### src/sv/bsk_pkg.sv
// ----------------------------------------------------------------------------
// bsk_pkg
// Shared types and constants of the bounded smallest-k keeper.
// ----------------------------------------------------------------------------
package bsk_pkg;

   localparam int DATA_W          = 32;
   localparam int CNT_W           = 6;
   localparam int CMD_W           = 2;
   localparam int MAX_ENTRIES_DEF = 32;
   localparam int KEY_WIDTH_DEF   = 32;
   localparam int CAP_RESET       = 32;

   localparam logic [CMD_W-1:0] CMD_CLEAR   = 2'd0;
   localparam logic [CMD_W-1:0] CMD_INSERT  = 2'd1;
   localparam logic [CMD_W-1:0] CMD_READOUT = 2'd2;
   localparam logic [CMD_W-1:0] CMD_NOP     = 2'd3;

   typedef struct packed {
      logic [CMD_W-1:0]         command;
      logic signed [DATA_W-1:0] sort_key;
      logic [DATA_W-1:0]        coord_x;
      logic [DATA_W-1:0]        coord_y;
      logic signed [DATA_W-1:0] entry_id;
   } op_type;

endpackage

### src/sv/bsk_req_if.sv
// ----------------------------------------------------------------------------
// bsk_req_if
// Request channel: one command beat with key and payload.
// ----------------------------------------------------------------------------
interface bsk_req_if
   import bsk_pkg::*;
   ();
   logic                     valid;
   logic                     ready;
   logic [CMD_W-1:0]         command;
   logic signed [DATA_W-1:0] sort_key;
   logic [DATA_W-1:0]        coord_x;
   logic [DATA_W-1:0]        coord_y;
   logic signed [DATA_W-1:0] entry_id;

   modport source (output valid, command, sort_key, coord_x, coord_y, entry_id,
                   input ready);
   modport sink   (input valid, command, sort_key, coord_x, coord_y, entry_id,
                   output ready);
endinterface

### src/sv/bsk_front.sv
// ----------------------------------------------------------------------------
// bsk_front
// Accepts request beats, maps unknown commands to no-op, queues two deep.
// ----------------------------------------------------------------------------
module bsk_front
   import bsk_pkg::*;
(
   input  logic   clock,
   input  logic   reset,
   bsk_req_if.sink req,
   output op_type q_op,
   output logic   q_valid,
   input  logic   q_pop
);

   op_type     slot_ff [2];
   logic       wr_ptr_ff, wr_ptr_in;
   logic       rd_ptr_ff, rd_ptr_in;
   logic [1:0] fill_ff, fill_in;
   logic       push;
   logic       pop;
   op_type     cls_op;

   assign req.ready = (fill_ff != 2'd2);
   assign push      = req.valid && req.ready;
   assign q_valid   = (fill_ff != 2'd0);
   assign pop       = q_pop && q_valid;
   assign q_op      = slot_ff[rd_ptr_ff];

   always_comb begin
      cls_op.sort_key = req.sort_key;
      cls_op.coord_x  = req.coord_x;
      cls_op.coord_y  = req.coord_y;
      cls_op.entry_id = req.entry_id;
      case (req.command)
         CMD_CLEAR:   cls_op.command = CMD_CLEAR;
         CMD_INSERT:  cls_op.command = CMD_INSERT;
         CMD_READOUT: cls_op.command = CMD_READOUT;
         default:     cls_op.command = CMD_NOP;
      endcase
   end

   always_comb begin
      wr_ptr_in = push ? ~wr_ptr_ff : wr_ptr_ff;
      rd_ptr_in = pop ? ~rd_ptr_ff : rd_ptr_ff;
      fill_in   = fill_ff + 2'(push) - 2'(pop);
   end

   always_ff @(posedge clock) begin
      if (reset) begin
         wr_ptr_ff <= 1'b0;
         rd_ptr_ff <= 1'b0;
         fill_ff   <= 2'd0;
      end else begin
         wr_ptr_ff <= wr_ptr_in;
         rd_ptr_ff <= rd_ptr_in;
         fill_ff   <= fill_in;
      end
   end

   always_ff @(posedge clock) begin
      if (push) begin
         slot_ff[wr_ptr_ff] <= cls_op;
      end
   end

endmodule

### src/flat_wrapper.sv
// flat-port wrapper written by rule: the top's interface ports become plain ports
module bsk_front_flat import bsk_pkg::*;
  (clock, reset, q_op, q_valid, q_pop, req_valid, req_command, req_sort_key, req_coord_x, req_coord_y, req_entry_id, req_ready);
  bsk_req_if req_i ();
  input  logic clock;
  input  logic reset;
  output op_type q_op;
  output logic q_valid;
  input  logic q_pop;
  input wire logic [$bits(req_i.valid)-1:0] req_valid;
  input wire logic [$bits(req_i.command)-1:0] req_command;
  input wire logic [$bits(req_i.sort_key)-1:0] req_sort_key;
  input wire logic [$bits(req_i.coord_x)-1:0] req_coord_x;
  input wire logic [$bits(req_i.coord_y)-1:0] req_coord_y;
  input wire logic [$bits(req_i.entry_id)-1:0] req_entry_id;
  output wire logic [$bits(req_i.ready)-1:0] req_ready;
  assign req_i.valid = req_valid;
  assign req_i.command = req_command;
  assign req_i.sort_key = req_sort_key;
  assign req_i.coord_x = req_coord_x;
  assign req_i.coord_y = req_coord_y;
  assign req_i.entry_id = req_entry_id;
  assign req_ready = req_i.ready;
  bsk_front u_core (.clock(clock), .reset(reset), .req(req_i), .q_op(q_op), .q_valid(q_valid), .q_pop(q_pop));
endmodule
### config.mk
export PLATFORM = sky130hd
export DESIGN_NAME = bsk_front_flat
export DESIGN_NICKNAME = d
export VERILOG_FILES = /design/src/sv/bsk_pkg.sv /design/src/sv/bsk_req_if.sv /design/src/sv/bsk_front.sv /design/src/flat_wrapper.sv
export SDC_FILE = /design/constraint.sdc
export NUM_CORES = 1
export LEC_CHECK = 0
export BUFFER_PORTS_ARGS = -buffer_cell sky130_fd_sc_hd__buf_2
export CAP_MARGIN = 40
export CORE_MARGIN = 2
export CORE_UTILIZATION = 35
export DETAILED_ROUTE_END_ITERATION = 12
export PLACE_DENSITY = 0.57
export SLEW_MARGIN = 40
export SYNTH_ARGS = -nofsm -noshare
export SYNTH_HDL_FRONTEND = slang
export SYNTH_SLANG_ARGS = --single-unit
### constraint.sdc
create_clock -name clock -period 11.5 [get_ports clock]
set_input_delay 2.3 -clock clock [delete_from_list [all_inputs] [get_ports clock]]
set_output_delay 2.3 -clock clock [all_outputs]
set_load 0.005 [all_outputs]
# ---- Word-level counts from Yosys, hierarchy flattened
# Memories as Yosys holds them, arrays and structs flattened. A register that Yosys moved wholly into a read port is not among the register bits.
# Cells that the tools add are included.
# Widths: inputs -> output; s select.
dict set report op_classes {
  eq_ne 3
  n_bitwise 2
  n_mux 5
  reduce_logical 4
  n_addsub 2
}
# operator n
set op_table {}
lappend op_table {{$pmux 2 s3} 1}
lappend op_table {{$mux 1} 4}
lappend op_table {{$add 2x1->2} 1}
lappend op_table {{$eq 2x1->1 const B} 1}
lappend op_table {{$eq 2x2->1 const B} 1}
lappend op_table {{$logic_and 1x1->1} 2}
lappend op_table {{$logic_not 2->1} 1}
lappend op_table {{$ne 2x2->1 const B} 1}
lappend op_table {{$not 1->1} 2}
lappend op_table {{$reduce_bool 2->1} 1}
lappend op_table {{$sub 2x1->2} 1}
dict set report word_totals {
  output_inout_bits 132
  register_bits 4
  wordCells 20
  mem_count 1
  input_bits 134
  mem_bits_rw 260
}
# name depth width read_ports rd_ports_with_merged_regs wr line_no
set mem_list {}
lappend mem_list {u_core.slot_ff 2 130 1 1 1 bsk_front.sv:16} ;# op_type slot_ff [2];

# ---- Longest topological paths before layout
dict set report logic_depth {
  ltp_word 4
  mapped_depth 7
  depth_no_buf 7
}

# ---- Worst setup path after synthesis
# OpenSTA, ideal clock, no wires.
dict set report synth_path {
  kind {input -> register}
  startpoint {input port req_valid}
  endpoint {memory u_core.slot_ff[0][0] (netlist name), enable pin}
  path_slack_ns 2.681
  setup_ns 0.637
  arrival_time_ns 8.182
  path_stages 2
  path_cell_list {and2_1 > nor2b_1}
}
dict set report synth_via {
  elab_chain_cells 3
}
# element line_no
set synth_lines {}
lappend synth_lines {{start: declaration} flat_wrapper.sv:10} ;# input wire logic [$bits(req_i.valid)-1:0] req_valid;
lappend synth_lines {{$logic_and 1x1->1} bsk_front.sv:25} ;# assign push = req.valid && req.ready;
lappend synth_lines {{$mux 1} bsk_front.sv:62} ;# if (push) begin
lappend synth_lines {{$mux 1 (implied by the code)} bsk_front.sv:63} ;# slot_ff[wr_ptr_ff] <= cls_op;
lappend synth_lines {{end: declaration} bsk_front.sv:16}
# Every way passes these cells.

==> metrics.md <==
| Metric | Value |
|---|---|
| Portion of netlist area occupied by mux cells | 15.17% |
| WS Path Type | reg -> out |
| Global Route Usage Sum | 12.68% |
| Vias in the first global route | 5350 |
| Clock Root Buffer | clkbuf_16 |
| Die Wd | 170.1 microns |
| Sequential share of power | 47.5% |
| CP endpoint kind | primary output |
| Psw | 0.6618 mW |
| Maximum VDD drop | 0.1319 mV |
| Ys Warns | 0 |
| Nets | 853 |
| Fin. max-slew vios | 0 |
| Num CTS Buffers | 28 |
| Final setup fails | 0 |
| Net switching fraction of the power | 24.82% |
| Worst r2r src | u_core.fill_ff[0] |
| Worst min path class | reg -> reg |
| Largest net degree at the start of global routing | 89 |
| Die area | 0.02892 sq mm |
| Via count | 4889 |
| Fmax | 0.2058 GHz |
| Commonest non-fill, non-tap cells in the layout | buf_2 (265), edfxtp_1 (260), mux2_2 (130) |
| Endpoints failing hold | 0 |
| Post-synth EDFFs | 260 |
| Drt first pass iters | 6 |
| Max Root-Sink Buffers | 3 |
| Reg2Reg Depth | 3 |
| Clk sinks | 265 |
| Total core area | 0.02703 sq mm |
| Final Wtd Congestion | 0.7280 |
| Max-Cap Viols | 0 |
| Synth top area cells | edfxtp_1 (81%), mux2_2 (15%), buf_6 (1.2%) |
| Post-synthesis xor/xnor area fraction | 0.1815% |
| Asr flop ratio synth | 0% |
| Int Pwr | 2.005 mW |
| Final std cells w/o fill | 1082 |
| Routed Antenna Nets | 0 |
| Worst path max stage delay | 0.57 ns |
| Met1 GRT Util | 14.18% |
| Global-route wire length before repair | 28490 microns |
| Clock Power Share | 30.7% |
| Overflow after GRT | 0 |
| # hold bufs at CTS | 0 |
| Vias per cell | 4.518 |
| Placed insts | 1027 |
| Die Y-Extent | 170.1 microns |
| Reg-to-reg slack, setup | 9.10 ns |
| Initial antenna violation count | 3 |
| Critical R2R Capture | u_core.slot_ff[1][71] |
| Mapped Area | 0.009652 sq mm |
| Commonest non-fill, non-tap cell in the layout | buf_2 |
| Critical Path Fanout Max | 71 |
| Fillers | 2345 |
| CP startpoint kind | flip-flop |
| Count of cell types in the netlist | 21 |
| Rel. slew slack | 47.37% |
| Largest family of logic cells by synthesized area | multiplexers |
| RSZ-0062 raised after global routing | false |
| Flops & latches, synth | 265 |
| TritonCTS clock tree | yes |
| Worst skew pair latency | 0.53 ns |
| Total Routed Length | 19390 microns |
| Area grow syn2layout | 26.29% |
| Critical Path End | q_op[7] |
| Starting DRT DRC Count | 303 |
| Final Power | 2.667 mW |
| Biggest area consumer among synthesized cells | edfxtp_1 |
| WHS | 0.5296 ns |
| Worst EP arrival | 2.56 ns |
| Crit path required time | 9.20 ns |
| # port buffers | 265 |
| Final core occ | 45.10% |
| Post-cts resize count | 0 |
| Synth Instances | 433 |
| Leak Pwr | 4.496 nW |
| Setup Fix Bufs, Post-CTS | 0 |
| Met2 Usage GRT | 21.90% |
| GR peak layer | met2 |
| Slew @ Worst Pin | 0.7895 ns |
| Setup_tns | 0 ns |
| WL/cell | 17.92 microns |
| CTS H-tree lvls | 1 |
| Seq/Total Area, Yosys | 81.93% |
| Post-synth top area share | 80.89% |
| Status | complete, no violations |
| Worst Skew | 0.005616 ns |
| Syn nets | 569 |
| Synth Area in Simple Gates | 0.7778% |
| Adder-cell share of the synthesized area | 0.2593% |
| Compound-Gate Fraction of Synth Area | 0.1296% |
| Placement Rows | 60 |
| Tmin final | 4.858 ns |
| DRC violations left | 0 |
| Initial core utilization | 35.71% |
| M3 GR Usage | 5.512% |
| Post-detail-place hpwl | 12640 microns |
| Top FF cell, synth | edfxtp_1 |
| Crit path cell chain | buf_12, buf_6, mux2_2, buf_2 |
| Power per Cell Area | 218.8 mW/mm^2 |
| Fraction of layout cells with a size suffix above 1 | 59.08% |
| Fin crit share | 42.25% |
| Combinational fraction of design power | 21.8% |
| Slowest-stage cell, CP | buf_6 |
| Syn_area_per_cell | 22.29 sq um |
| Clock transition at the registers of the reported paths | 0.06 ns |
| Boundary pin count | 266 |
synthesized netlist by cell type (all sizes together) (2+ instances only):
cell and count:
and2 2, buf 14, clkbuf 2, dfxtp 5, edfxtp 260, ha 2
inv 2, mux2 130, nand2b 2, nor2 4, nor2b 2
through the flow:
| step | worst slack [ns] | instance area, sq um |
|---|---|---|
| 6_report | 6.642 | 12190 |
| 5_1_grt | 6.490 | 12180 |
| 4_1_cts | 6.429 | 12160 |
| 3_5_place_dp | 7.009 | 11320 |
| 3_3_place_gp | 6.827 | 11310 |
| 2_1_floorplan | 2.681 | 9652 |
cells by family after synthesis:
group           after synthesis
compound gates                2
xor+xnor                      2
fa+ha+maj                     2
buf+inv                      18
flops                       265
mux                         130
simple gates                 14
sequential cells by signal (all words and copies together), names as in the netlist, named ones only:
| register | cells |
|---|---|
| u_core.slot_ff | 260 |
| u_core.fill_ff | 2 |
| u_core.wr_ptr_ff | 1 |
| u_core.rd_ptr_ff | 1 |
worst max-delay path, delay by kind of cell, from the launching register on:
| kind | cells | cell delay (ns) |
|---|---|---|
| flip-flops | 1 | 0.54 |
| buffers and inverters | 3 | 1.00 |
| multiplexers | 1 | 0.41 |
metal layers:
| layer | vias to the layer above | share of wire, % | routed length, microns |
|---|---|---|---|
| li1 | 2288 | - | - |
| met5 | - | 0.046 | 9 |
| met1 | 2383 | 38 | 7292 |
| met2 | 182 | 49 | 9550 |
| met3 | 34 | 10 | 2019 |
| met4 | 2 | 2.7 | 516 |
power by group through the flow:
stage                     combinational [mW]  clock (mW)  sequential (mW)
after floorplan                        0.362           0             1.29
after global placement                 0.559           0             1.30
after detailed placement               0.567           0             1.31
after CTS                              0.571       0.851             1.29
after global routing                   0.633       0.889             1.28
final                                  0.580       0.820             1.27
final cells by class:
type                            instances  area (sq um)  area share (%)
Sequential cell                       265          7911           64.90
Tap cell                              341         426.7           3.500
Clock buffer                           42         774.5           6.354
Antenna cell                            3         7.507         0.06159
Clock inverter                          9         62.56          0.5132
Multi-Input combinational cell        150          1607           13.18
Inverter                                2         7.507         0.06159
Timing Repair Buffer                  270          1393           11.42
worst min-delay path by stage:
stage	startpoint	endpoint	slack (ns)	cells past startpoint
2_1_floorplan	u_core.wr_ptr_ff	u_core.wr_ptr_ff	0.47	2
3_3_place_gp	u_core.rd_ptr_ff	u_core.rd_ptr_ff	0.49	2
3_5_place_dp	u_core.rd_ptr_ff	flip-flop	0.51	2
4_1_cts	u_core.rd_ptr_ff	u_core.rd_ptr_ff	0.53	2
5_1_grt	u_core.rd_ptr_ff	flip-flop	0.57	2
6_report	u_core.rd_ptr_ff	u_core.rd_ptr_ff	0.53	2
Power figures use the tool's default switching activity.
